[src/hdl/abc_pkg.sv]
// Shared types and constants for the arcade button conditioner.
`default_nettype none

package abc_pkg;

  // Widths of the configuration port and timestamps.
  localparam int unsigned CfgIdxW  = 3;
  localparam int unsigned CfgDataW = 16;
  localparam int unsigned StampW   = 32;
  localparam int unsigned PeriodW  = CfgDataW + 1;

  // Remainder unit takes one dividend bit per step.
  localparam int unsigned DivSteps = StampW;
  localparam int unsigned DivCntW  = $clog2(DivSteps);

  // Configuration register indexes.
  localparam logic [CfgIdxW-1:0] CFG_SINGLE_MACHINE  = 3'd0;
  localparam logic [CfgIdxW-1:0] CFG_HAS_COIN_BUTTON = 3'd1;
  localparam logic [CfgIdxW-1:0] CFG_AUTOFIRE_ENABLE = 3'd2;
  localparam logic [CfgIdxW-1:0] CFG_AUTOFIRE_ON_MS  = 3'd3;
  localparam logic [CfgIdxW-1:0] CFG_AUTOFIRE_OFF_MS = 3'd4;
  localparam logic [CfgIdxW-1:0] CFG_RESET_HOLD_MS   = 3'd5;

  // Configuration reset values.
  localparam logic [CfgDataW-1:0] AutofireOnReset  = 16'd50;
  localparam logic [CfgDataW-1:0] AutofireOffReset = 16'd50;
  localparam logic [CfgDataW-1:0] ResetHoldReset   = 16'd3000;

  // Virtual coin sequence phase lengths in milliseconds.
  localparam logic [StampW-1:0] CoinPulseMs  = 32'd100;
  localparam logic [StampW-1:0] CoinGapMs    = 32'd500;
  localparam logic [StampW-1:0] StartPulseMs = 32'd100;

  // Virtual coin sequence phases.
  typedef enum logic [2:0] {
    CS_IDLE  = 3'd0,
    CS_COIN  = 3'd1,
    CS_GAP   = 3'd2,
    CS_START = 3'd3,
    CS_HELD  = 3'd4
  } coin_seq_e;

  // Controller states.
  typedef enum logic [1:0] {
    ST_IDLE,
    ST_DIVIDE,
    ST_DELIVER
  } ctrl_state_e;

  // Commands from the controller to the datapath.
  typedef struct packed {
    logic load_item;
    logic div_step;
    logic load_out;
  } abc_cmd_t;

  // Status from the datapath to the controller.
  typedef struct packed {
    logic div_needed;
  } abc_status_t;

endpackage

`default_nettype wire

[src/hdl/arcade_button_conditioner.sv]
// Top level of the arcade button conditioner: controller plus datapath.
//
// Each input request is one button poll with a millisecond timestamp; each
// poll gives exactly one result with the conditioned button byte and flags.
// Both channels use valid and stall; a request moves on a rising edge with
// valid high and stall low. Configuration is written through cfg_we_i,
// cfg_idx_i and cfg_data_i; the user must write it only while the block is
// idle, which the block itself does not enforce; unknown indexes are ignored.
//
// A poll is evaluated in the cycle it is accepted; one poll is in flight at a
// time. The controller loads the output register from ST_DELIVER once it is
// free; with autofire active on a held fire and a nonzero period it first runs
// ST_DIVIDE, where a restoring remainder unit takes one dividend bit per cycle.
//
// Reset restores the configuration defaults and clears all but the result
// registers; the first poll after reset is checked for fire held at power-up.
// When the receiver stalls, the finished result waits in the output register and
// the next poll is accepted; a further result waits until the register is taken.
`default_nettype none

module arcade_button_conditioner
  import abc_pkg::*;
(
  input  wire                clk_i,
  input  wire                rst_ni,
  input  wire                cfg_we_i,
  input  wire [CfgIdxW-1:0]  cfg_idx_i,
  input  wire [CfgDataW-1:0] cfg_data_i,
  input  wire                in_valid_i,
  output logic               in_stall_o,
  input  wire                start_pressed_i,
  input  wire                coin_pressed_i,
  input  wire                left_pressed_i,
  input  wire                right_pressed_i,
  input  wire                up_pressed_i,
  input  wire                down_pressed_i,
  input  wire                fire_pressed_i,
  input  wire [StampW-1:0]   now_ms_i,
  output logic               out_valid_o,
  input  wire                out_stall_i,
  output logic [7:0]         buttons_o,
  output logic               fire_unmasked_o,
  output logic               volume_up_o,
  output logic               volume_down_o,
  output logic               reset_request_o,
  output logic               attract_reset_o,
  output logic               play_intent_o,
  output logic               demo_sounds_off_o
);

  abc_cmd_t    cmd;
  abc_status_t status;

  // Sequencing of requests and the remainder unit.
  abc_ctrl u_ctrl (
    .clk_i       (clk_i),
    .rst_ni      (rst_ni),
    .in_valid_i  (in_valid_i),
    .in_stall_o  (in_stall_o),
    .out_valid_o (out_valid_o),
    .out_stall_i (out_stall_i),
    .status_i    (status),
    .cmd_o       (cmd)
  );

  // Button evaluation, timers and result register.
  abc_datapath u_datapath (
    .clk_i             (clk_i),
    .rst_ni            (rst_ni),
    .cfg_we_i          (cfg_we_i),
    .cfg_idx_i         (cfg_idx_i),
    .cfg_data_i        (cfg_data_i),
    .start_pressed_i   (start_pressed_i),
    .coin_pressed_i    (coin_pressed_i),
    .left_pressed_i    (left_pressed_i),
    .right_pressed_i   (right_pressed_i),
    .up_pressed_i      (up_pressed_i),
    .down_pressed_i    (down_pressed_i),
    .fire_pressed_i    (fire_pressed_i),
    .now_ms_i          (now_ms_i),
    .cmd_i             (cmd),
    .status_o          (status),
    .buttons_o         (buttons_o),
    .fire_unmasked_o   (fire_unmasked_o),
    .volume_up_o       (volume_up_o),
    .volume_down_o     (volume_down_o),
    .reset_request_o   (reset_request_o),
    .attract_reset_o   (attract_reset_o),
    .play_intent_o     (play_intent_o),
    .demo_sounds_off_o (demo_sounds_off_o)
  );

endmodule

`default_nettype wire

[src/hdl/abc_ctrl.sv]
// Controller state machine: request handshake, remainder sequencing, result delivery.
`default_nettype none

module abc_ctrl
  import abc_pkg::*;
(
  input  wire         clk_i,
  input  wire         rst_ni,
  input  wire         in_valid_i,
  output logic        in_stall_o,
  output logic        out_valid_o,
  input  wire         out_stall_i,
  input  abc_status_t status_i,
  output abc_cmd_t    cmd_o
);

  ctrl_state_e       state_q, state_d;
  logic [DivCntW-1:0] cnt_q, cnt_d;
  logic              out_valid_q, out_valid_d;
  logic              out_free;

  assign out_free    = !out_valid_q || !out_stall_i;
  assign in_stall_o  = (state_q != ST_IDLE);
  assign out_valid_o = out_valid_q;

  // State, step counter and output valid registers.
  always_ff @(posedge clk_i or negedge rst_ni) begin
    if (!rst_ni) begin
      state_q     <= ST_IDLE;
      cnt_q       <= '0;
      out_valid_q <= 1'b0;
    end else begin
      state_q     <= state_d;
      cnt_q       <= cnt_d;
      out_valid_q <= out_valid_d;
    end
  end

  // Next state and commands.
  always_comb begin
    state_d = state_q;
    cnt_d   = cnt_q;
    cmd_o   = '0;
    case (state_q)
      ST_IDLE: begin
        if (in_valid_i) begin
          cmd_o.load_item = 1'b1;
          cnt_d           = '0;
          state_d         = status_i.div_needed ? ST_DIVIDE : ST_DELIVER;
        end
      end
      ST_DIVIDE: begin
        cmd_o.div_step = 1'b1;
        cnt_d          = cnt_q + 1'b1;
        if (cnt_q == DivCntW'(DivSteps - 1)) begin
          state_d = ST_DELIVER;
        end
      end
      ST_DELIVER: begin
        if (out_free) begin
          cmd_o.load_out = 1'b1;
          state_d        = ST_IDLE;
        end
      end
      default: state_d = ST_IDLE;
    endcase
  end

  // The output register fills on delivery and empties when taken.
  always_comb begin
    out_valid_d = out_valid_q;
    if (cmd_o.load_out) begin
      out_valid_d = 1'b1;
    end else if (!out_stall_i) begin
      out_valid_d = 1'b0;
    end
  end

endmodule

`default_nettype wire

[src/hdl/abc_datapath.sv]
// Datapath: configuration, button state, timers, autofire remainder and result register.
`default_nettype none

module abc_datapath
  import abc_pkg::*;
(
  input  wire                 clk_i,
  input  wire                 rst_ni,
  input  wire                 cfg_we_i,
  input  wire [CfgIdxW-1:0]   cfg_idx_i,
  input  wire [CfgDataW-1:0]  cfg_data_i,
  input  wire                 start_pressed_i,
  input  wire                 coin_pressed_i,
  input  wire                 left_pressed_i,
  input  wire                 right_pressed_i,
  input  wire                 up_pressed_i,
  input  wire                 down_pressed_i,
  input  wire                 fire_pressed_i,
  input  wire [StampW-1:0]    now_ms_i,
  input  abc_cmd_t            cmd_i,
  output abc_status_t         status_o,
  output logic [7:0]          buttons_o,
  output logic                fire_unmasked_o,
  output logic                volume_up_o,
  output logic                volume_down_o,
  output logic                reset_request_o,
  output logic                attract_reset_o,
  output logic                play_intent_o,
  output logic                demo_sounds_off_o
);

  // Configuration registers.
  logic                single_machine_q, has_coin_q, af_enable_q;
  logic [CfgDataW-1:0] af_on_q, af_off_q, hold_ms_q;

  always_ff @(posedge clk_i or negedge rst_ni) begin
    if (!rst_ni) begin
      single_machine_q <= 1'b0;
      has_coin_q       <= 1'b0;
      af_enable_q      <= 1'b0;
      af_on_q          <= AutofireOnReset;
      af_off_q         <= AutofireOffReset;
      hold_ms_q        <= ResetHoldReset;
    end else if (cfg_we_i) begin
      case (cfg_idx_i)
        CFG_SINGLE_MACHINE:  single_machine_q <= cfg_data_i[0];
        CFG_HAS_COIN_BUTTON: has_coin_q       <= cfg_data_i[0];
        CFG_AUTOFIRE_ENABLE: af_enable_q      <= cfg_data_i[0];
        CFG_AUTOFIRE_ON_MS:  af_on_q          <= cfg_data_i;
        CFG_AUTOFIRE_OFF_MS: af_off_q         <= cfg_data_i;
        CFG_RESET_HOLD_MS:   hold_ms_q        <= cfg_data_i;
        default: ;
      endcase
    end
  end

  // Persistent state across requests.
  coin_seq_e         seq_q, seq_d;
  logic [StampW-1:0] seq_stamp_q, seq_stamp_d;
  logic [StampW-1:0] hold_stamp_q, hold_stamp_d;
  logic              hold_valid_q, hold_valid_d;
  logic [2:0]        prev_menu_q, prev_menu_d;
  logic [1:0]        prev_sc_q, prev_sc_d;
  logic              suppress_q, suppress_d;
  logic              first_q, first_d;
  logic              demo_q, demo_d;
  logic [StampW-1:0] af_stamp_q, af_stamp_d;
  logic              af_valid_q, af_valid_d;

  // Per-request results held until delivery.
  logic [5:0]         bs_q, bs_d;
  logic [1:0]         sc_q, sc_d;
  logic               fire_unmasked_q, fire_unmasked_d;
  logic               vol_up_q, vol_up_d;
  logic               vol_down_q, vol_down_d;
  logic               rst_req_q, rst_req_d;
  logic               attract_q, attract_d;
  logic               intent_q, intent_d;
  logic               af_active_q, af_active_d;
  logic               period_zero_q;
  logic [PeriodW-1:0] period_q, period_d;
  logic [StampW-1:0]  elapsed_d;

  // Remainder unit registers.
  logic [PeriodW-1:0] rem_q, rem_d;
  logic [StampW-1:0]  dvd_q, dvd_d;

  // Timer differences, all modulo 2^32.
  logic [StampW-1:0] seq_dt, hold_dt, af_dt;
  assign seq_dt  = now_ms_i - seq_stamp_q;
  assign hold_dt = now_ms_i - hold_stamp_q;
  assign af_dt   = now_ms_i - af_stamp_q;

  // Virtual coin sequence.
  always_comb begin
    seq_d       = seq_q;
    seq_stamp_d = seq_stamp_q;
    if (!has_coin_q) begin
      case (seq_q)
        CS_IDLE: begin
          if (start_pressed_i) begin
            seq_d       = CS_COIN;
            seq_stamp_d = now_ms_i;
          end
        end
        CS_COIN: begin
          if (seq_dt > CoinPulseMs) begin
            seq_d       = CS_GAP;
            seq_stamp_d = now_ms_i;
          end
        end
        CS_GAP: begin
          if (seq_dt > CoinGapMs) begin
            seq_d       = CS_START;
            seq_stamp_d = now_ms_i;
          end
        end
        CS_START: begin
          if (seq_dt > StartPulseMs) begin
            seq_d       = CS_HELD;
            seq_stamp_d = now_ms_i;
          end
        end
        CS_HELD: begin
          if (!start_pressed_i) begin
            seq_d = CS_IDLE;
          end
        end
        default: seq_d = CS_IDLE;
      endcase
    end
  end

  // Request evaluation: menu, hold timer, startup blanking, play intent, autofire.
  logic       blank, hold_eff_valid;
  logic [2:0] cur_menu;
  logic [1:0] cur_sc;

  always_comb begin
    sc_d[0] = has_coin_q ? start_pressed_i : (seq_d == CS_START || seq_d == CS_HELD);
    sc_d[1] = has_coin_q ? coin_pressed_i  : (seq_d == CS_COIN);
    cur_sc  = sc_d;

    vol_up_d   = start_pressed_i & up_pressed_i;
    vol_down_d = start_pressed_i & down_pressed_i;
    hold_eff_valid = hold_valid_q & !(vol_up_d | vol_down_d);

    // Long-hold reset and attract edges.
    cur_menu     = {start_pressed_i, down_pressed_i, up_pressed_i};
    attract_d    = 1'b0;
    rst_req_d    = 1'b0;
    prev_menu_d  = prev_menu_q;
    hold_stamp_d = hold_stamp_q;
    hold_valid_d = hold_eff_valid;
    if (!single_machine_q) begin
      attract_d   = |(cur_menu & ~prev_menu_q);
      prev_menu_d = cur_menu;
      if (start_pressed_i) begin
        hold_valid_d = 1'b1;
        if (!hold_eff_valid) begin
          hold_stamp_d = now_ms_i;
        end else if (hold_dt > StampW'(hold_ms_q)) begin
          hold_stamp_d = now_ms_i;
          rst_req_d    = 1'b1;
        end
      end else begin
        hold_valid_d = 1'b0;
      end
    end

    // Fire held at the first poll blanks buttons until fire is released.
    first_d    = 1'b0;
    demo_d     = demo_q | (first_q & fire_pressed_i);
    blank      = (suppress_q | first_q) & fire_pressed_i;
    suppress_d = blank;
    bs_d       = blank ? 6'd0 : {start_pressed_i, fire_pressed_i, down_pressed_i,
                                 up_pressed_i, right_pressed_i, left_pressed_i};
    fire_unmasked_d = bs_d[4];

    intent_d  = (cur_sc != 2'b00) && (prev_sc_q == 2'b00);
    prev_sc_d = cur_sc;

    // Autofire phase: time since fire went down, taken modulo the period.
    period_d    = PeriodW'(af_on_q) + PeriodW'(af_off_q);
    af_active_d = af_enable_q & fire_unmasked_d;
    af_valid_d  = af_active_d;
    af_stamp_d  = af_stamp_q;
    elapsed_d   = '0;
    if (af_active_d) begin
      if (af_valid_q) begin
        elapsed_d = af_dt;
      end else begin
        af_stamp_d = now_ms_i;
      end
    end
  end

  assign status_o.div_needed = af_active_d && (period_d != '0);

  // Persistent state registers, updated once per accepted request.
  always_ff @(posedge clk_i or negedge rst_ni) begin
    if (!rst_ni) begin
      seq_q        <= CS_IDLE;
      seq_stamp_q  <= '0;
      hold_stamp_q <= '0;
      hold_valid_q <= 1'b0;
      prev_menu_q  <= '0;
      prev_sc_q    <= '0;
      suppress_q   <= 1'b0;
      first_q      <= 1'b1;
      demo_q       <= 1'b0;
      af_stamp_q   <= '0;
      af_valid_q   <= 1'b0;
    end else if (cmd_i.load_item) begin
      seq_q        <= seq_d;
      seq_stamp_q  <= seq_stamp_d;
      hold_stamp_q <= hold_stamp_d;
      hold_valid_q <= hold_valid_d;
      prev_menu_q  <= prev_menu_d;
      prev_sc_q    <= prev_sc_d;
      suppress_q   <= suppress_d;
      first_q      <= first_d;
      demo_q       <= demo_d;
      af_stamp_q   <= af_stamp_d;
      af_valid_q   <= af_valid_d;
    end
  end

  // Per-request result registers.
  always_ff @(posedge clk_i) begin
    if (cmd_i.load_item) begin
      bs_q            <= bs_d;
      sc_q            <= sc_d;
      fire_unmasked_q <= fire_unmasked_d;
      vol_up_q        <= vol_up_d;
      vol_down_q      <= vol_down_d;
      rst_req_q       <= rst_req_d;
      attract_q       <= attract_d;
      intent_q        <= intent_d;
      af_active_q     <= af_active_d;
      period_q        <= period_d;
      period_zero_q   <= (period_d == '0);
    end
  end

  // Restoring remainder: one dividend bit per step.
  logic [PeriodW:0] trial;
  always_comb begin
    trial = {rem_q, dvd_q[StampW-1]};
    rem_d = rem_q;
    dvd_d = dvd_q;
    if (cmd_i.load_item) begin
      rem_d = '0;
      dvd_d = elapsed_d;
    end else if (cmd_i.div_step) begin
      dvd_d = {dvd_q[StampW-2:0], 1'b0};
      if (trial >= {1'b0, period_q}) begin
        rem_d = PeriodW'(trial - {1'b0, period_q});
      end else begin
        rem_d = trial[PeriodW-1:0];
      end
    end
  end

  always_ff @(posedge clk_i) begin
    rem_q <= rem_d;
    dvd_q <= dvd_d;
  end

  // Fire is masked in the off part of each period and always when the period is zero.
  logic fire_mask;
  assign fire_mask = af_active_q & (period_zero_q | (rem_q >= PeriodW'(af_on_q)));

  // Result register.
  always_ff @(posedge clk_i) begin
    if (cmd_i.load_out) begin
      buttons_o         <= {sc_q[1], sc_q[0], bs_q[5], bs_q[4] & !fire_mask, bs_q[3:0]};
      fire_unmasked_o   <= fire_unmasked_q;
      volume_up_o       <= vol_up_q;
      volume_down_o     <= vol_down_q;
      reset_request_o   <= rst_req_q;
      attract_reset_o   <= attract_q;
      play_intent_o     <= intent_q;
      demo_sounds_off_o <= demo_q;
    end
  end

endmodule

`default_nettype wire
[config.mk]
export PLATFORM = sky130hd
export DESIGN_NAME = arcade_button_conditioner
export DESIGN_NICKNAME = d
export VERILOG_FILES = /design/src/hdl/abc_pkg.sv /design/src/hdl/arcade_button_conditioner.sv /design/src/hdl/abc_ctrl.sv /design/src/hdl/abc_datapath.sv
export SDC_FILE = /design/constraint.sdc
export NUM_CORES = 1
export LEC_CHECK = 0
export ABC_AREA = 0
export BUFFER_PORTS_ARGS = -buffer_cell sky130_fd_sc_hd__buf_2
export CAP_MARGIN = 25
export CORE_ASPECT_RATIO = 0.9
export CORE_UTILIZATION = 50
export CTS_BUF_LIST = sky130_fd_sc_hd__clkbuf_16
export DETAILED_ROUTE_END_ITERATION = 12
export PLACE_DENSITY = 0.7
export REMOVE_ABC_BUFFERS = 1
export SKIP_LAST_GASP = 1
export SLEW_MARGIN = 20
export SYNTH_ARGS = -nofsm -noshare
export SYNTH_HDL_FRONTEND = slang
export SYNTH_SLANG_ARGS = --single-unit
[constraint.sdc]
create_clock -name clk_i -period 4.1 [get_ports clk_i]
set_input_delay 0.205 -clock clk_i [delete_from_list [all_inputs] [get_ports clk_i]]
set_output_delay 0.205 -clock clk_i [all_outputs]
set_load 0.02 [all_outputs]
==> summary.md <==
| Metric | Value |
|---|---|
| Status | finished, violations left |
| Failing checks | setup timing |
| Worst slew pin tran | 0.914 ns |
| Ranking of synthesized cells by area | dfrtp_1, edfxtp_1, ha_1 |
| CTS buffer count | 29 |
| Slew headroom | 0.389 |
| Ys async rst share | 0.636 |
| Mapped Cells | 1850 |
| Cell taking the most area after synthesis | dfrtp_1 |
| DR iter-0 viols | 823 |
| Post-layout nets | 2353 |
| H-Tree Level Count | 1 |
| Fin crit period | 4.43 ns |
| I/O Buffers | 79 |
| Starting density of the core | 0.507 |
| DIE HEIGHT | 181 um |
| Placer Congestion | 0.912 |
| GRT Resource Usage Total | 0.242 |
| Number of diodes | 0 |
| Post-synth top cells | inv_1, nand2_1, o21ai_0, ha_1, dfrtp_1 |
| Core Area | 35100 um2 |
| CTS tree | yes |
| CP max FO | 8 |
| Post-synthesis register bit count | 264 |
| Distinct cells, synth | 83 |
| Total grt overflow | 0 |
| Worst-Skew Late Latency | 0.59 ns |
| Routed via count | 14479 |
| Peak VDD IR | 0.000613 V |
| Sequential fraction of the synthesis area | 0.390 |
| Syn. warnings | 0 |
| Final Power | 16.6 mW |
| Final Max Tran Viols | 0 |
| Seq. cell area | 6930 um2 |
| Drt wl/cell | 16.9 um |
| Mean post-synth cell area | 9.61 um2 |
| Ys flop type | dfrtp_1 |
| Min-Delay Path Class | in2reg |
| Footprint of the multi-input gates | 10200 um2 |
| HPWL Detailed | 32800 um |
| Hold Worst Slack | 0.0152 ns |
| Pwr dens | 766 nW/um2 |
| Largest net degree at the start of global routing | 101 |
| DRT Pass-1 Iters | 6 |
| Synth-to-layout area growth | 21.7% |
| Final WL | 44300 um |
| Place WS | -0.890 ns |
| Global-route wire length before repair | 71600 um |
| Period Utilization, post-route | 1.08 |
| Final setup fails | 32 |
| Setup ws final | -0.333 ns |
| Avg Vias per Cell | 5.53 |
| Clk sinks | 264 |
| RSZ-0062 raised after global routing | true |
| Post-synth EDFFs | 79 |
| Deepest clock path buffer count | 3 |
| # rows | 65 |
| Initial antenna violation count | 0 |
| MaxCap Viol Count | 0 |
| Number of global-route vias before repair | 14114 |
| Chip Width | 201 um |
| Final Core Density | 0.617 |
| Post-route ant nets | 0 |
| Share of cells above drive strength 1 | 0.226 |
| Die area | 36300 um2 |
| Fill count | 2916 |
| Max frequency | 226 MHz |
| Final cell count without fillers | 2617 |
| Top-count cell post-synth | inv_1 |
| Crit path launch type | flip-flop |
| Pleak | 10.2 nW |
| Setup Skew | 0.0189 ns |
| WP data required | 4.56 ns |
| Crit path arrival time | 4.89 ns |
| Post-synth top area share | 0.217 |
| CP Class | reg2reg |
| # placed instances | 2505 |
| Worst Setup End Kind | flip-flop |
| I/O pin total | 80 |
| Root Driver | clkbuf_16 |
| Endpoints failing hold | 0 |
| Reg clk slew, reported paths | 0.06 ns |
| DRC Markers | 0 |
| Post-Syn Area | 17800 um2 |
==> through the flow <==
stage / area, um2 / setup TNS, ns
finish: 21600 / -9.85
global placement: 19800 / -25.48
floorplan: 17600 / -39.26
CTS: 21400 / -9.94
detailed placement: 19800 / -33.95
global route: 21600 / -21.83
==> cell families (layout without fill, tap and decap cells) <==
logic type,count (synthesis),in the layout,synth area share
flip-flops,264,264,0.390
XOR/XNOR,94,94,0.0463
adder cells (fa/ha/maj),165,165,0.118
buffers and inverters,236,534,0.0515
AO/OA/AOI/OAI,484,484,0.173
AND/OR/NAND/NOR,464,464,0.126
multiplexers,143,143,0.0950
==> sequential cells by signal, indices dropped and copies added (netlist names), 5 cells and up <==
signal / cells
u_ctrl.cnt_q: 5
u_datapath.af_off_q: 16
u_datapath.af_on_q: 16
u_datapath.af_stamp_q: 32
u_datapath.bs_q: 6
u_datapath.buttons_o: 8
u_datapath.dvd_q: 32
u_datapath.hold_ms_q: 16
u_datapath.hold_stamp_q: 32
u_datapath.period_q: 17
u_datapath.rem_q: 17
u_datapath.seq_stamp_q: 32
==> critical path, cell delays in order, from the launching register on <==
cell and delay [ns]:
dfrtp_1 0.36, inv_1 0.10, buf_4 0.12, ha_1 0.21, a21oi_1 0.21, o211a_1 0.22
o31a_1 0.18, o21ai_1 0.10, a21o_1 0.18, a21oi_1 0.16, xnor2_1 0.16, ha_1 0.27
nand2_1 0.12, nor4_2 0.07, a2111oi_2 0.24, nand3_1 0.13, a311oi_1 0.22, o211ai_1 0.13
nor2_2 0.17, nand4b_4 0.13, o21bai_4 0.20, buf_4 0.18, buf_16 0.15, mux2_4 0.30
==> power by group <==
part / switching, mW / internal, mW / total [mW]
Clock: 1.13 / 1.54 / 2.67
Sequential: 0.480 / 3.89 / 4.37
Combinational: 5.08 / 4.46 / 9.54
==> final timing paths <==
| kind | from | slack [ns] | cells after the start | to |
|---|---|---|---|---|
| worst max register to register | u_datapath.hold_stamp_q[1] | -0.33 | 23 | u_datapath.hold_stamp_q[11] |
| min in group asynchronous | rst_ni | 0.06 | 2 | u_datapath.prev_menu_q[0] |
| max in group asynchronous | rst_ni | 3.23 | 3 | u_datapath.af_stamp_q[1] |
| worst min-delay path | now_ms_i[19] | 0.02 | 4 | u_datapath.af_stamp_q[19] |
| worst min register to register | u_datapath.bs_q[2] | 0.42 | 0 | u_datapath.buttons_o[2] |
| worst max-delay path | u_datapath.hold_stamp_q[1] | -0.33 | 23 | u_datapath.hold_stamp_q[11] |
==> cell usage in the layout, fill, tap and decap left out, types with 29 or more instances in the layout <==
cell type	n
a21o_1	57
a21oi_1	103
buf_2	78
buf_4	162
clkbuf_16	29
dfrtp_1	154
dlygate4sd3_1	37
edfxtp_1	79
ha_1	156
inv_1	194
mux2_2	73
mux2_4	46
nand2_1	176
nor2_1	89
o21ai_0	160
xnor2_1	63
xor2_1	31
==> layout make-up <==
class	count	area share
sequential	264	0.320
multi-input combinational	1350	0.471
timing repair buffer	292	0.104
inverter	188	0.0326
tap	469	0.0271
clock buffer	29	0.0335
clock inverter	25	0.0109
==> repair_timing <==
action | 4_1_cts | 5_1_grt
hold endpoints to repair | 170 | 0
cloned | 4 | 0
gates resized for setup | 27 | 40
pin swaps | 10 | 17
setup buffers | 10 | 5
endpoints found under the setup margin | 68 | 74
hold buffers | 37 | 0
==> metal layers <==
| metal | track usage | part of all wire | wire [um] | vias up |
|---|---|---|---|---|
| met4 | 0.0647 | 0.028 | 1250 | 0 |
| met5 | 0 | 0 | 0 | - |
| met2 | 0.404 | 0.45 | 20100 | 388 |
| met1 | 0.331 | 0.47 | 20900 | 6840 |
| met3 | 0.0296 | 0.046 | 2050 | 76 |
| li1 | - | - | - | 7175 |
Note: power is estimated with default switching activity, not from simulation.
